===== src/rtl/core/modexp_pkg.sv =====
// modexp_pkg: widths, reset constants and request/response types for the
// modular exponentiation block; no dependencies, compiled first
`default_nettype none

package modexp_pkg;

	localparam int unsigned MOD_W     = 31;
	localparam int unsigned BASE_W    = 32;
	localparam int unsigned EXP_W     = 63;
	localparam int unsigned EXP_EXT_W = 64;
	localparam int unsigned CNT_W     = $clog2(BASE_W);

	localparam logic [MOD_W-1:0] MOD_RESET = 31'd998244353;
	localparam logic [MOD_W-1:0] MOD_ONE   = 31'd1;
	localparam logic [MOD_W-1:0] MOD_TWO   = 31'd2;

	typedef struct packed {
		logic              start;
		logic [MOD_W-1:0]  x;
		logic [BASE_W-1:0] y;
	} mm_req_t;

	typedef struct packed {
		logic             done;
		logic [MOD_W-1:0] prod;
	} mm_rsp_t;

endpackage

`default_nettype wire


===== src/rtl/core/modexp_if.sv =====
// modexp_in_if / modexp_out_if: valid/ready channels for operand and result beats
// depends on modexp_pkg for field widths
`default_nettype none

interface modexp_in_if;
	logic                          valid;
	logic                          ready;
	logic [modexp_pkg::BASE_W-1:0] base;
	logic [modexp_pkg::EXP_W-1:0]  exponent;

	modport source (output valid, output base, output exponent, input ready);
	modport sink (input valid, input base, input exponent, output ready);
endinterface

interface modexp_out_if;
	logic                         valid;
	logic                         ready;
	logic [modexp_pkg::MOD_W-1:0] residue;

	modport source (output valid, output residue, input ready);
	modport sink (input valid, input residue, output ready);
endinterface

`default_nettype wire


===== src/rtl/core/modular_exponentiation.sv =====
// modular_exponentiation: base ** exponent mod modulus, right-to-left square
// and multiply around one shared modexp_mulmod; depends on modexp_pkg, modexp_if
// each modular product runs over the 32 multiplier bits in modexp_mulmod
// products: 1 reduction + popcount(exponent) + msb index, none with modulus below two
// next beat taken while a result waits; async reset, modulus to 998244353, ready at once
`default_nettype none

module modular_exponentiation #(
	parameter int unsigned EXPONENT_BITS = 63
) (
	input  wire logic                         clk,
	input  wire logic                         arst_n,
	input  wire logic                         cfg_we,
	input  wire logic [modexp_pkg::MOD_W-1:0] cfg_wdata,
	modexp_in_if.sink                         item,
	modexp_out_if.source                      result
);
	import modexp_pkg::*;

	typedef enum logic [5:0] {
		ST_IDLE   = 6'b000001,
		ST_REDUCE = 6'b000010,
		ST_STEP   = 6'b000100,
		ST_MUL    = 6'b001000,
		ST_SQR    = 6'b010000,
		ST_DONE   = 6'b100000
	} state_t;

	state_t                   state_q;
	state_t                   state_d;
	logic [MOD_W-1:0]         modulus_q;
	logic                     ovalid_q;
	logic [MOD_W-1:0]         res_q;
	logic [MOD_W-1:0]         acc_q;
	logic [MOD_W-1:0]         b_q;
	logic [EXPONENT_BITS-1:0] e_q;
	logic [EXP_EXT_W-1:0]     exp_ext;
	logic                     accept;
	logic                     out_free;
	mm_req_t                  mm_req;
	mm_rsp_t                  mm_rsp;

	modexp_mulmod u_mulmod (
		.clk     (clk),
		.arst_n  (arst_n),
		.modulus (modulus_q),
		.req     (mm_req),
		.rsp     (mm_rsp)
	);

	assign item.ready     = (state_q == ST_IDLE);
	assign accept         = item.valid && item.ready;
	assign out_free       = !ovalid_q || result.ready;
	assign exp_ext        = {1'b0, item.exponent};
	assign result.valid   = ovalid_q;
	assign result.residue = res_q;

	always_comb begin
		state_d = state_q;
		mm_req  = '0;
		case (state_q)
			ST_IDLE: begin
				if (accept) begin
					if (modulus_q < MOD_TWO) begin
						state_d = ST_DONE;
					end else begin
						mm_req.start = 1'b1;
						mm_req.x     = MOD_ONE;
						mm_req.y     = item.base;
						state_d      = ST_REDUCE;
					end
				end
			end
			ST_REDUCE: begin
				if (mm_rsp.done) begin
					state_d = ST_STEP;
				end
			end
			ST_STEP: begin
				if (e_q == '0) begin
					state_d = ST_DONE;
				end else if (e_q[0]) begin
					mm_req.start = 1'b1;
					mm_req.x     = acc_q;
					mm_req.y     = {1'b0, b_q};
					state_d      = ST_MUL;
				end else begin
					mm_req.start = 1'b1;
					mm_req.x     = b_q;
					mm_req.y     = {1'b0, b_q};
					state_d      = ST_SQR;
				end
			end
			ST_MUL: begin
				if (mm_rsp.done) begin
					state_d = ST_STEP;
				end
			end
			ST_SQR: begin
				if (mm_rsp.done) begin
					state_d = ST_STEP;
				end
			end
			ST_DONE: begin
				if (out_free) begin
					state_d = ST_IDLE;
				end
			end
			default: begin
				state_d = ST_IDLE;
			end
		endcase
	end

	always_ff @(posedge clk or negedge arst_n) begin
		if (!arst_n) begin
			state_q   <= ST_IDLE;
			ovalid_q  <= 1'b0;
			modulus_q <= MOD_RESET;
		end else begin
			state_q <= state_d;
			if (cfg_we) begin
				modulus_q <= cfg_wdata;
			end
			if (state_q == ST_DONE && out_free) begin
				ovalid_q <= 1'b1;
			end else if (result.ready) begin
				ovalid_q <= 1'b0;
			end
		end
	end

	always_ff @(posedge clk) begin
		case (state_q)
			ST_IDLE: begin
				if (accept) begin
					e_q   <= exp_ext[EXPONENT_BITS-1:0];
					acc_q <= '0;
				end
			end
			ST_REDUCE: begin
				if (mm_rsp.done) begin
					b_q   <= mm_rsp.prod;
					acc_q <= MOD_ONE;
				end
			end
			ST_MUL: begin
				if (mm_rsp.done) begin
					acc_q  <= mm_rsp.prod;
					e_q[0] <= 1'b0;
				end
			end
			ST_SQR: begin
				if (mm_rsp.done) begin
					b_q <= mm_rsp.prod;
					e_q <= e_q >> 1;
				end
			end
			ST_DONE: begin
				if (out_free) begin
					res_q <= acc_q;
				end
			end
			default: begin
			end
		endcase
	end

	a_start_from_seq: assert property (@(posedge clk) disable iff (!arst_n)
		mm_req.start |-> (state_q == ST_IDLE || state_q == ST_STEP))
		else $error("product started outside the sequencer steps");

	a_no_done_idle: assert property (@(posedge clk) disable iff (!arst_n)
		(state_q == ST_IDLE || state_q == ST_DONE || state_q == ST_STEP) |-> !mm_rsp.done)
		else $error("product finished with no one waiting");

	a_result_reduced: assert property (@(posedge clk) disable iff (!arst_n)
		(ovalid_q && modulus_q >= MOD_TWO) |-> (res_q < modulus_q))
		else $error("result not reduced");

	a_step_after_product: assert property (@(posedge clk) disable iff (!arst_n)
		(state_q == ST_MUL && mm_rsp.done) |=> (state_q == ST_STEP && !e_q[0]))
		else $error("multiply did not retire its exponent bit");

endmodule

`default_nettype wire


===== src/rtl/core/modexp_mulmod.sv =====
// modexp_mulmod: bit-serial interleaved modular multiplier, (x * y) mod m,
// one multiplier bit per cycle, msb first; depends on modexp_pkg
`default_nettype none

module modexp_mulmod (
	input  wire logic                          clk,
	input  wire logic                          arst_n,
	input  wire logic [modexp_pkg::MOD_W-1:0]  modulus,
	input  wire modexp_pkg::mm_req_t           req,
	output modexp_pkg::mm_rsp_t                rsp
);
	import modexp_pkg::*;

	logic              busy_q;
	logic              done_q;
	logic [CNT_W-1:0]  cnt_q;
	logic [MOD_W-1:0]  acc_q;
	logic [MOD_W-1:0]  x_q;
	logic [BASE_W-1:0] y_q;

	logic [MOD_W+1:0]  t;
	logic [MOD_W+1:0]  m1_ext;
	logic [MOD_W+1:0]  m2_ext;
	logic [MOD_W+1:0]  diff1;
	logic [MOD_W+1:0]  diff2;
	logic [MOD_W-1:0]  acc_nxt;

	// partial sum stays below 3m, so at most two subtractions
	always_comb begin
		m1_ext  = {2'b00, modulus};
		m2_ext  = {1'b0, modulus, 1'b0};
		t       = {1'b0, acc_q, 1'b0} + (y_q[BASE_W-1] ? {2'b00, x_q} : '0);
		diff1   = t - m1_ext;
		diff2   = t - m2_ext;
		if (t >= m2_ext) begin
			acc_nxt = diff2[MOD_W-1:0];
		end else if (t >= m1_ext) begin
			acc_nxt = diff1[MOD_W-1:0];
		end else begin
			acc_nxt = t[MOD_W-1:0];
		end
	end

	always_ff @(posedge clk or negedge arst_n) begin
		if (!arst_n) begin
			busy_q <= 1'b0;
			done_q <= 1'b0;
			cnt_q  <= '0;
		end else begin
			done_q <= 1'b0;
			if (req.start) begin
				busy_q <= 1'b1;
				cnt_q  <= CNT_W'(BASE_W - 1);
			end else if (busy_q) begin
				cnt_q <= cnt_q - 1'b1;
				if (cnt_q == '0) begin
					busy_q <= 1'b0;
					done_q <= 1'b1;
				end
			end
		end
	end

	always_ff @(posedge clk) begin
		if (req.start) begin
			acc_q <= '0;
			x_q   <= req.x;
			y_q   <= req.y;
		end else if (busy_q) begin
			acc_q <= acc_nxt;
			y_q   <= {y_q[BASE_W-2:0], 1'b0};
		end
	end

	assign rsp.done = done_q;
	assign rsp.prod = acc_q;

	a_done_after_busy: assert property (@(posedge clk) disable iff (!arst_n)
		done_q |-> $past(busy_q))
		else $error("mulmod done without a running product");

	a_prod_reduced: assert property (@(posedge clk) disable iff (!arst_n)
		(done_q && modulus >= MOD_TWO) |-> (acc_q < modulus))
		else $error("mulmod result not reduced");

	a_no_restart: assert property (@(posedge clk) disable iff (!arst_n)
		busy_q |-> !req.start)
		else $error("mulmod started while busy");

endmodule

`default_nettype wire

===== src/flat_wrapper.sv =====
// flat-port wrapper written by rule: the top's interface ports become plain ports
module modular_exponentiation_flat import modexp_pkg::*;
#(
	parameter int unsigned EXPONENT_BITS = 63
)
  (clk, arst_n, cfg_we, cfg_wdata, item_valid, item_base, item_exponent, item_ready, result_valid, result_residue, result_ready);
  modexp_in_if item_i ();
  modexp_out_if result_i ();
  input  wire logic clk;
  input  wire logic arst_n;
  input  wire logic cfg_we;
  input  wire logic [modexp_pkg::MOD_W-1:0] cfg_wdata;
  input wire logic [$bits(item_i.valid)-1:0] item_valid;
  input wire logic [$bits(item_i.base)-1:0] item_base;
  input wire logic [$bits(item_i.exponent)-1:0] item_exponent;
  output wire logic [$bits(item_i.ready)-1:0] item_ready;
  output wire logic [$bits(result_i.valid)-1:0] result_valid;
  output wire logic [$bits(result_i.residue)-1:0] result_residue;
  input wire logic [$bits(result_i.ready)-1:0] result_ready;
  assign item_i.valid = item_valid;
  assign item_i.base = item_base;
  assign item_i.exponent = item_exponent;
  assign item_ready = item_i.ready;
  assign result_valid = result_i.valid;
  assign result_residue = result_i.residue;
  assign result_i.ready = result_ready;
  modular_exponentiation #(.EXPONENT_BITS(EXPONENT_BITS)) u_core (.clk(clk), .arst_n(arst_n), .cfg_we(cfg_we), .cfg_wdata(cfg_wdata), .item(item_i), .result(result_i));
endmodule

===== config.mk =====
export PLATFORM = sky130hd
export DESIGN_NAME = modular_exponentiation_flat
export DESIGN_NICKNAME = d
export VERILOG_FILES = /design/src/rtl/core/modexp_pkg.sv /design/src/rtl/core/modexp_if.sv /design/src/rtl/core/modular_exponentiation.sv /design/src/rtl/core/modexp_mulmod.sv /design/src/flat_wrapper.sv
export SDC_FILE = /design/constraint.sdc
export NUM_CORES = 1
export LEC_CHECK = 0
export ABC_AREA = 1
export BUFFER_PORTS_ARGS = -buffer_cell sky130_fd_sc_hd__buf_2
export CAP_MARGIN = 0
export CORE_MARGIN = 2
export CORE_UTILIZATION = 42
export CTS_CLUSTER_DIAMETER = 80
export DETAILED_ROUTE_END_ITERATION = 10
export PLACE_DENSITY = 0.62
export SYNTH_ARGS = -nofsm -noshare
export SYNTH_HDL_FRONTEND = slang
export SYNTH_SLANG_ARGS = --single-unit

===== constraint.sdc =====
create_clock -name clk -period 13.25 [get_ports clk]
set_input_delay 0 -clock clk [delete_from_list [all_inputs] [get_ports clk]]
set_output_delay 0 -clock clk [all_outputs]
set_load 0.02 [all_outputs]

; After elaboration in Yosys (flattened, before gate mapping)
; Index checks and enable logic that the tools add are counted.
[op_classes]
n_eq_ne = 12
n_reduce_logical = 19
n_lt_le_gt_ge = 3
n_mux = 36
n_addsub = 4
[ops]
columns = operator, count
row1 = $mux 64, 3
row2 = $mux 63, 3
row3 = $mux 31, 6
row4 = $pmux 64 s2, 1
row5 = $pmux 62 s2, 1
row6 = $pmux 31 s3, 1
row7 = $mux 32, 2
row8 = $logic_not 63->1, 1
row9 = $sub 31x31->31, 2
row10 = $add 32x31->33, 1
row11 = $ge 33x31->1, 1
row12 = $ge 33x32->1, 1
row13 = $lt 31x2->1 const B, 1
row14 = $mux 6, 5
row15 = $pmux 6 s4, 1
row16 = $mux 5, 3
row17 = $mux 1, 9
row18 = $ne 2x2->1 const B, 4
row19 = $reduce_and 4->1, 2
row20 = $eq 6x1->1 const B, 1
row21 = $eq 6x2->1 const B, 1
row22 = $eq 6x3->1 const B, 1
row23 = $eq 6x4->1 const B, 1
row24 = $eq 6x5->1 const B, 1
row25 = other kinds (14), 21
[word_totals]
register_bits = 295
elab_cells = 88
input_bits = 131
out_inout_bits = 33

; Depth between registers and ports, before layout
; Gate-level depths: netlist (run 1).
[depth]
ltp_word = 5
depth_mapped = 33
depth_no_buf = 31

; Cells and area by module
; From an unflattened synthesis (run 1), not the netlist that was laid out.
[unflattened]
hier_cells = 2520
hier_area_um2 = 19538.7
[by_module_without_submodules]
columns = mod, seq_area_each_um2, area_each_um2, instances, cells_per_inst
row1 = modexp_mulmod, 2687.6, 10786.6, 1, 1651
row2 = modular_exponentiation, 5645.4, 8752.1, 1, 869

; Least setup slack after synthesis (run 1)
; No wires, ideal clock.
[synth_path]
path_kind = reg-to-reg
startpoint = reg u_core.state_q[3]
endpoint = reg u_core.e_q[10] (enable)
required_time_ns = 12.747
period_less_slack_ns = 4.754
slack_ns = 8.496
path_buffers = 2
t_arrival_ns = 4.252
setup_ns = 0.503
stages_incl_launch_ff = 7
path_cell_list = dfrtp_1 -> nor2_1 -> and3_1 -> clkbuf_1 -> clkbuf_1 -> nor2_1 -> a21oi_1
[synth_between]
elab_chain_cells = 4
elab_cells_between_ends = 7
cone_classes = eq/ne: 4 / reduce/logical: 3
[synth_rtl]
columns = item, line_no
row1 = "start, declared", modular_exponentiation.sv:29  ; state_t state_q;
row2 = "start signal, assigned", modular_exponentiation.sv:121  ; state_q <= state_d;
row3 = $eq 6x1->1, "modular_exponentiation.sv:51, modular_exponentiation.sv:134"
row4 = $logic_and 1x1->1, modular_exponentiation.sv:52  ; assign accept = item.valid && item.ready;
row5 = $ne 2x2->1 (no source line), --
row6 = $reduce_and 3->1 (no source line) (*), --
row7 = "end signal, assigned", modular_exponentiation.sv:137  ; e_q <= exp_ext[EXPONENT_BITS-1:0];
row8 = "end signal, assigned", modular_exponentiation.sv:156  ; e_q <= e_q >> 1;
row9 = "end, declared", modular_exponentiation.sv:36  ; logic [EXPONENT_BITS-1:0] e_q;
; Mark *: on every way between the ends. The rest lies on a longest branch, timed or not.
; A chain may end at the register's enable or synchronous reset.

; Final worst setup path (run 1)
[layout_path]
startpoint = reg u_core.u_mulmod.y_q[31]
endpoint = reg u_core.u_mulmod.acc_q[7]
[layout_between]
elab_chain_cells = 5
elab_cells_between_ends = 8
cone_classes = add/sub: 3 / order compare: 2 / mux: 3
[layout_rtl]
columns = item, line_no
row1 = "start, declared", modexp_mulmod.sv:19  ; logic [BASE_W-1:0] y_q;
row2 = "start signal, assigned", modexp_mulmod.sv:68  ; y_q <= req.y;
row3 = "start signal, assigned", modexp_mulmod.sv:71  ; y_q <= {y_q[BASE_W-2:0], 1'b0};
row4 = $mux 31 (*), modexp_mulmod.sv:32  ; t = {1'b0, acc_q, 1'b0} + (y_q[BASE_W-1] ? {2'b00, x_q} : '0);
row5 = $add 32x31->33 (*), modexp_mulmod.sv:32
row6 = $sub 31x31->31 or $ge 33x31->1 (tied branches), "modexp_mulmod.sv:33, modexp_mulmod.sv:37"
row7 = $mux 31, modexp_mulmod.sv:37  ; end else if (t >= m1_ext) begin
row8 = $mux 31 (*), modexp_mulmod.sv:35  ; if (t >= m2_ext) begin
row9 = "end signal, assigned", modexp_mulmod.sv:70  ; acc_q <= acc_nxt;
row10 = "end, declared", modexp_mulmod.sv:17  ; logic [MOD_W-1:0] acc_q;
; Marked as above.

==> results of run 1 <==
## flip-flops by register name (all words and copies together), names as in the netlist
register,count
u_core.u_mulmod.y_q,32
u_core.state_q,6
u_core.modulus_q,31
u_core.u_mulmod.done_q,1
u_core.result.valid,1
u_core.b_q,31
u_core.u_mulmod.cnt_q,5
u_core.u_mulmod.busy_q,1
u_core.acc_q,31
u_core.u_mulmod.x_q,31
u_core.result.residue,31
u_core.u_mulmod.acc_q,31
u_core.e_q,63
## per-layer routing
layer	up-vias	GRT usage, %
met4	0	7.75
li1	8377	-
met5	-	0
met2	626	38.5
met3	97	2.79
met1	7970	34.2
## what timing repair did
| action | in CTS | in global routing |
|---|---|---|
| hold endpoints to repair | 169 | 0 |
| setup endpoints to repair | 0 | 0 |
| hold buffers | 129 | 0 |
## critical path, stage by stage (launching register included)
cell and delay, ps:
edfxtp_1 1040, nand2_1 100, inv_1 90, ha_1 270, a21oi_1 270, nand2_1 140
a21oi_2 200, nand2_2 140, nand2_1 90, nand2_1 60, xnor2_1 300, inv_1 170
ha_1 360, a21oi_1 200, o21ai_0 220, a21oi_1 230, nand3_2 110, nand2_1 110
nand2_1 90, nand2_2 110, inv_1 80, nor2_4 540, nand2_1 130, nand3_1 130
a21oi_1 70
## metrics by stage
step / util (%) / instance area, um2 / std cells / setup WS, ps
6_report: 50.9 / 22400 / 3273 / 7850
5_1_grt: 50.9 / 22400 / 3273 / 7370
4_1_cts: 50.9 / 22400 / 3273 / 7970
3_5_place_dp: 45.4 / 20000 / 3083 / 8020
3_3_place_gp: 45.4 / 20000 / 3083 / 8060
2_1_floorplan: - / 18700 / 2381 / 8500
## cells in the mapped netlist (all sizes together), types with 8 or more instances
cell	number	area share, %
nand2	751	15
inv	331	6.7
edfxtp	219	35
nor2	187	3.9
a21oi	159	4.5
o21ai	144	3.9
nand3	118	3.4
ha	94	6.3
xor2	48	2.3
clkbuf	44	0.88
dfrtp	37	5.0
dfxtp	31	3.3
nand4	25	0.84
o211ai	25	1.0
xnor2	23	1.1
o21bai	21	0.84
buf	20	0.86
nor3	20	0.56
nor4	19	0.64
a21o	13	0.52
dfstp	8	1.1
## cell families (layout without fill, tap and decap cells)
kind of cell / count (synthesis) / in the layout / share of synthesized area (%)
AND/OR/NAND/NOR: 1133 / 1133 / 25.1
flip-flops: 295 / 295 / 44.7
AO/OA/AOI/OAI: 388 / 388 / 11.8
multiplexers: 1 / 1 / 0.0603
buffers and inverters: 396 / 696 / 8.42
adder cells (fa/ha/maj): 97 / 97 / 6.62
XOR/XNOR: 71 / 71 / 3.33
## how the worst max path moves through the flow
stage	slack, ps	start	to	depth (start not counted)
after detailed placement	8020	u_core.u_mulmod.y_q[31]$_DFFE_PP_	u_core.u_mulmod.acc_q[7]$_SDFFE_PP0P_	24
after global routing	7370	u_core.u_mulmod.y_q[31]$_DFFE_PP_	u_core.u_mulmod.acc_q[30]$_SDFFE_PP0P_	26
after CTS	7970	u_core.u_mulmod.y_q[31]$_DFFE_PP_	u_core.u_mulmod.acc_q[7]$_SDFFE_PP0P_	24
final	7850	u_core.u_mulmod.y_q[31]$_DFFE_PP_	u_core.u_mulmod.acc_q[7]$_SDFFE_PP0P_	24
after global placement	8060	u_core.u_mulmod.y_q[31]$_DFFE_PP_	u_core.u_mulmod.acc_q[30]$_SDFFE_PP0P_	25
after floorplan	8500	u_core.state_q[3]$_DFFE_PN0P_	u_core.e_q[10]$_DFFE_PP_	6
## area by class of cell
type / instances / share of cell area, %
Multi-Input combinational cell: 1690 / 39.2
Sequential cell: 295 / 37.2
Inverter: 332 / 5.56
Timing Repair Buffer: 303 / 9.76
Tap cell: 592 / 3.30
Clock buffer: 42 / 4.02
Clock inverter: 19 / 0.993
==> flow_summary.ini, run 1 <==
[floorplanning]
die_x_um = 215
start_util_pct = 42.4
dieHeight_um = 215
fp.coreArea_mm2 = 0.0440
ios = 164
std_cell_rows = 77
die_area_mm2 = 0.0461

[sta]
clock_skew_ps = 22.1
hold_violations = 0
post-route-period-util_pct = 40.8
final_max_slew_viol_count = 0
min_period_ps = 5400
tns_ps = 0
tightest_slew_ps = 1140
whs_ps = 66.5
rsz0062_at_grt = false
fmax_mhz = 185
slew_headroom_pct = 23.7
setup_viol = 0

[place]
hpwlAfterDp_um = 42000
numPortBuffers = 163
globalplace.congestion = 1.06

[final_layout]
final_cell_mix = 738 x nand2_1, 326 x inv_1, 219 x edfxtp_1, 181 x nor2_1, 163 x buf_2
nets = 2885
layout.area.seq_mm2 = 0.00833
n_fill_cell = 4219
syn2layout_area_growth_pct = 20.2
multiInputGateArea_mm2 = 0.00879
antenna_cells = 0
drive_gt1_share_pct = 10.6
mostFrequentLayoutCell = nand2_1

[outcome]
outcome = finished, final reports clean

[clock_tree]
clkLatencyLatePin_ps = 560
ctsLongestPathBuffers = 3
cts.sinks = 295
clkTransAtPathRegs_ps = 60
post_cts_resized = 0
htree_levels = 2
postCtsSetupRepairBufs = 0
cts_tree = done
cts_made_buffers = 35
root_buffer = clkbuf_16

[detailed_routing]
wl_met3_um = 3690
wl_per_cell_um = 17.1
ant_nets = 0
route.vias.total = 17100
drcViolationCount = 0
via_per_inst = 5.22
top_layer_used = met4
met1Wirelength_um = 25600
drt-total-wl_um = 56000
drtIter0Drc = 1576
dr_wl_met2_um = 25100
first_pass_iters = 5

[synthesis]
syn_avg_cell_area_um2 = 7.84
ys.flop_type = edfxtp_1
synthDistinctLibCells = 53
synthCells = 2381
netlist_area_mm2 = 0.0187
async_reset_ff_share_pct = 15.3
synth_seq_cells = 295
syn_nets = 2609
synth_seq_area_share_pct = 44.7
synth-edff-count = 219
ys_warn_count = 0

[global_route]
globalRoute.totalOverflow = 0
grt_pass1_wl_um = 88200
antenna_found_initial = 0
grt_use_total_pct = 24.1
grt_max_degree = 68
grt_pass1_vias = 16400

[min_path]
min_from = cfg_we
hold_depth = 3
hold_class = primary input to flop
holdPathEnd = u_core.modulus_q[2]$_DFFE_PN0P_

[setup_path]
crit_type = flop to flop
ff2ff_setup_slack_ps = 7850
cp-start-kind = flop
r2r_start = u_core.u_mulmod.y_q[31]$_DFFE_PP_
worst_ep_required_time_ps = 13680
r2r_cells = 24
crit_fanout = 31
worstPathArrival_ps = 5830
end_kind = flop
rr_endpoint = u_core.u_mulmod.acc_q[7]$_SDFFE_PP0P_

[flow_run]
drv_cap = 0
Power of run 1 is left out: the tool's default activity adds up to more than one toggle a clock period on the data nets, which glitch-free logic cannot reach.
==> run 2: changes to the inputs <==
==> constraint.sdc (replaced) <==
create_clock -name clk -period 5.3 [get_ports clk]
set_input_delay 0 -clock clk [delete_from_list [all_inputs] [get_ports clk]]
set_output_delay 0 -clock clk [all_outputs]
set_load 0.02 [all_outputs]
==> run 2 against run 1 <==
  * Die area did not move
  * Wire length rose by 3.6%
  * Fmax rose by 11%
  * Sequential share of layout area fell by 0.28 points
  * Cell count rose by 0.76%
==> flow_summary.ini, run 2 (same netlist as run 1, synthesis figures left out) <==
[outcome]
outcome = finished, final reports clean

[setup_path]
cp_common_cell = nand2_1
end_kind = flop
worstPathArrival_ps = 5380
critPathTopFamily = simple AND/OR/NAND/NOR gates
max_stage_delay_ps = 570
cp-start-kind = flop
crit_fanout = 26
crit_path_top_delay_cell = edfxtp_1
cp.buffers_inverters = 7
crit_type = flop to flop
worst_ep_required_time_ps = 5790

[global_route]
grt_pass1_wl_um = 91600
grt_pass1_vias = 16900
grt_use_total_pct = 25.2
antenna_found_initial = 0
grt_max_degree = 65
globalRoute.totalOverflow = 0

[final_layout]
utilization_pct = 51.3
largest_reg_flops = 63
reg_top3 = u_core.e_q: 63 flops, u_core.u_mulmod.y_q: 32 flops
regMostFlops = u_core.e_q
syn2layout_area_growth_pct = 21.1
final_cell_mix = 738 x nand2_1, 326 x inv_1, 219 x edfxtp_1, 181 x nor2_1, 163 x buf_2
mostFrequentLayoutCell = nand2_1
postLayoutCellArea_mm2 = 0.0226
drive_gt1_share_pct = 11.2
nets = 2906

[floorplanning]
die_x_um = 215
start_util_pct = 42.4
ios = 164
fp.coreArea_mm2 = 0.0440
std_cell_rows = 77
dieHeight_um = 215
die_area_mm2 = 0.0461

[sta]
tns_ps = 0
tightest_slew_ps = 1140
min_period_ps = 4880
hold_violations = 0
setup_viol = 0
fmax_mhz = 205
slew_headroom_pct = 24.1
rsz0062_at_grt = false
clock_skew_ps = 48.6
post-route-period-util_pct = 92.1
final_max_slew_viol_count = 0

[min_path]
hold_class = primary input to flop

[detailed_routing]
via_per_inst = 5.17
drt-total-wl_um = 58000
drcViolationCount = 0
first_pass_iters = 6
ant_nets = 0
drtIter0Drc = 1400
wl_per_cell_um = 17.6
route.vias.total = 17000

[place]
hpwlAfterDp_um = 43900
globalplace.congestion = 0.997
place_area_mm2 = 0.0202
numPortBuffers = 163

[clock_tree]
clkTransAtPathRegs_ps = 60
post_cts_resized = 0
ctsLongestPathBuffers = 3
root_buffer = clkbuf_16
htree_levels = 2
cts_tree = done
cts_made_buffers = 36
clkLatencyLatePin_ps = 580
cts.sinks = 295

[flow_run]
drv_cap = 0
run 2: cell type report:
class / instances / area [um2]
clock inverters: 20 / 181
repair buffers: 323 / 2360
clock buffers: 45 / 935
diodes: 1 / 2.50
well taps: 592 / 741
multi-input cells: 1690 / 8790
flip-flops and latches: 295 / 8330
fillers: 4270 / 21400
inverters: 332 / 1250
run 2: layer usage:
metal  part of all wire (%)  vias to the layer above  global-route usage (%)
li1                       -                     8426                       -
met2                     45                      511                    40.8
met1                     46                     8001                    34.7
met3                    5.1                      100                    2.99
met4                    3.3                        0                    9.38
met5                      0                        -                       0
run 2: worst paths after layout:
check / start / to / slack (ps) / cells after the start
setup / recovery: u_core.u_mulmod.y_q[31]$_DFFE_PP_ / u_core.u_mulmod.acc_q[2]$_SDFFE_PP0P_ / 420 / 28
hold / removal: cfg_we / u_core.modulus_q[23]$_DFFE_PN1P_ / 40 / 3
setup reg to reg: u_core.u_mulmod.y_q[31]$_DFFE_PP_ / u_core.u_mulmod.acc_q[2]$_SDFFE_PP0P_ / 420 / 28
hold reg to reg: u_core.acc_q[11]$_DFFE_PP_ / u_core.result.residue[11]$_DFFE_PP_ / 450 / 0
max in group asynchronous: arst_n / u_core.u_mulmod.cnt_q[4]$_DFFE_PN0P_ / 4460 / 2
min in group asynchronous: arst_n / u_core.modulus_q[30]$_DFFE_PN0P_ / 150 / 2
run 2: what timing repair did:
item	in CTS	in global routing
hold buffers	129	0
setup buffers	0	1
endpoints found under the hold margin	169	0
setup endpoints to repair	0	31
run 2: worst reg2reg max path, delay by kind of cell (launching register included):
family / cells / cell delay, ps
AND/OR/NAND/NOR: 15 / 1650
adder cells (fa/ha/maj): 2 / 750
buffers and inverters: 7 / 960
XOR/XNOR: 1 / 400
AO/OA/AOI/OAI: 3 / 530
flip-flops: 1 / 570
run 2: stage by stage:
stage          cells  hold slack (ps)  setup WS (ps)
3_5_place_dp    3102              212            323
6_report        3298             42.1            416
2_1_floorplan   2381             -296            546
5_1_grt         3297             84.9           39.5
4_1_cts         3296             21.6            318
3_3_place_gp    3102              208            341
Power of run 2 is left out for the same reason.
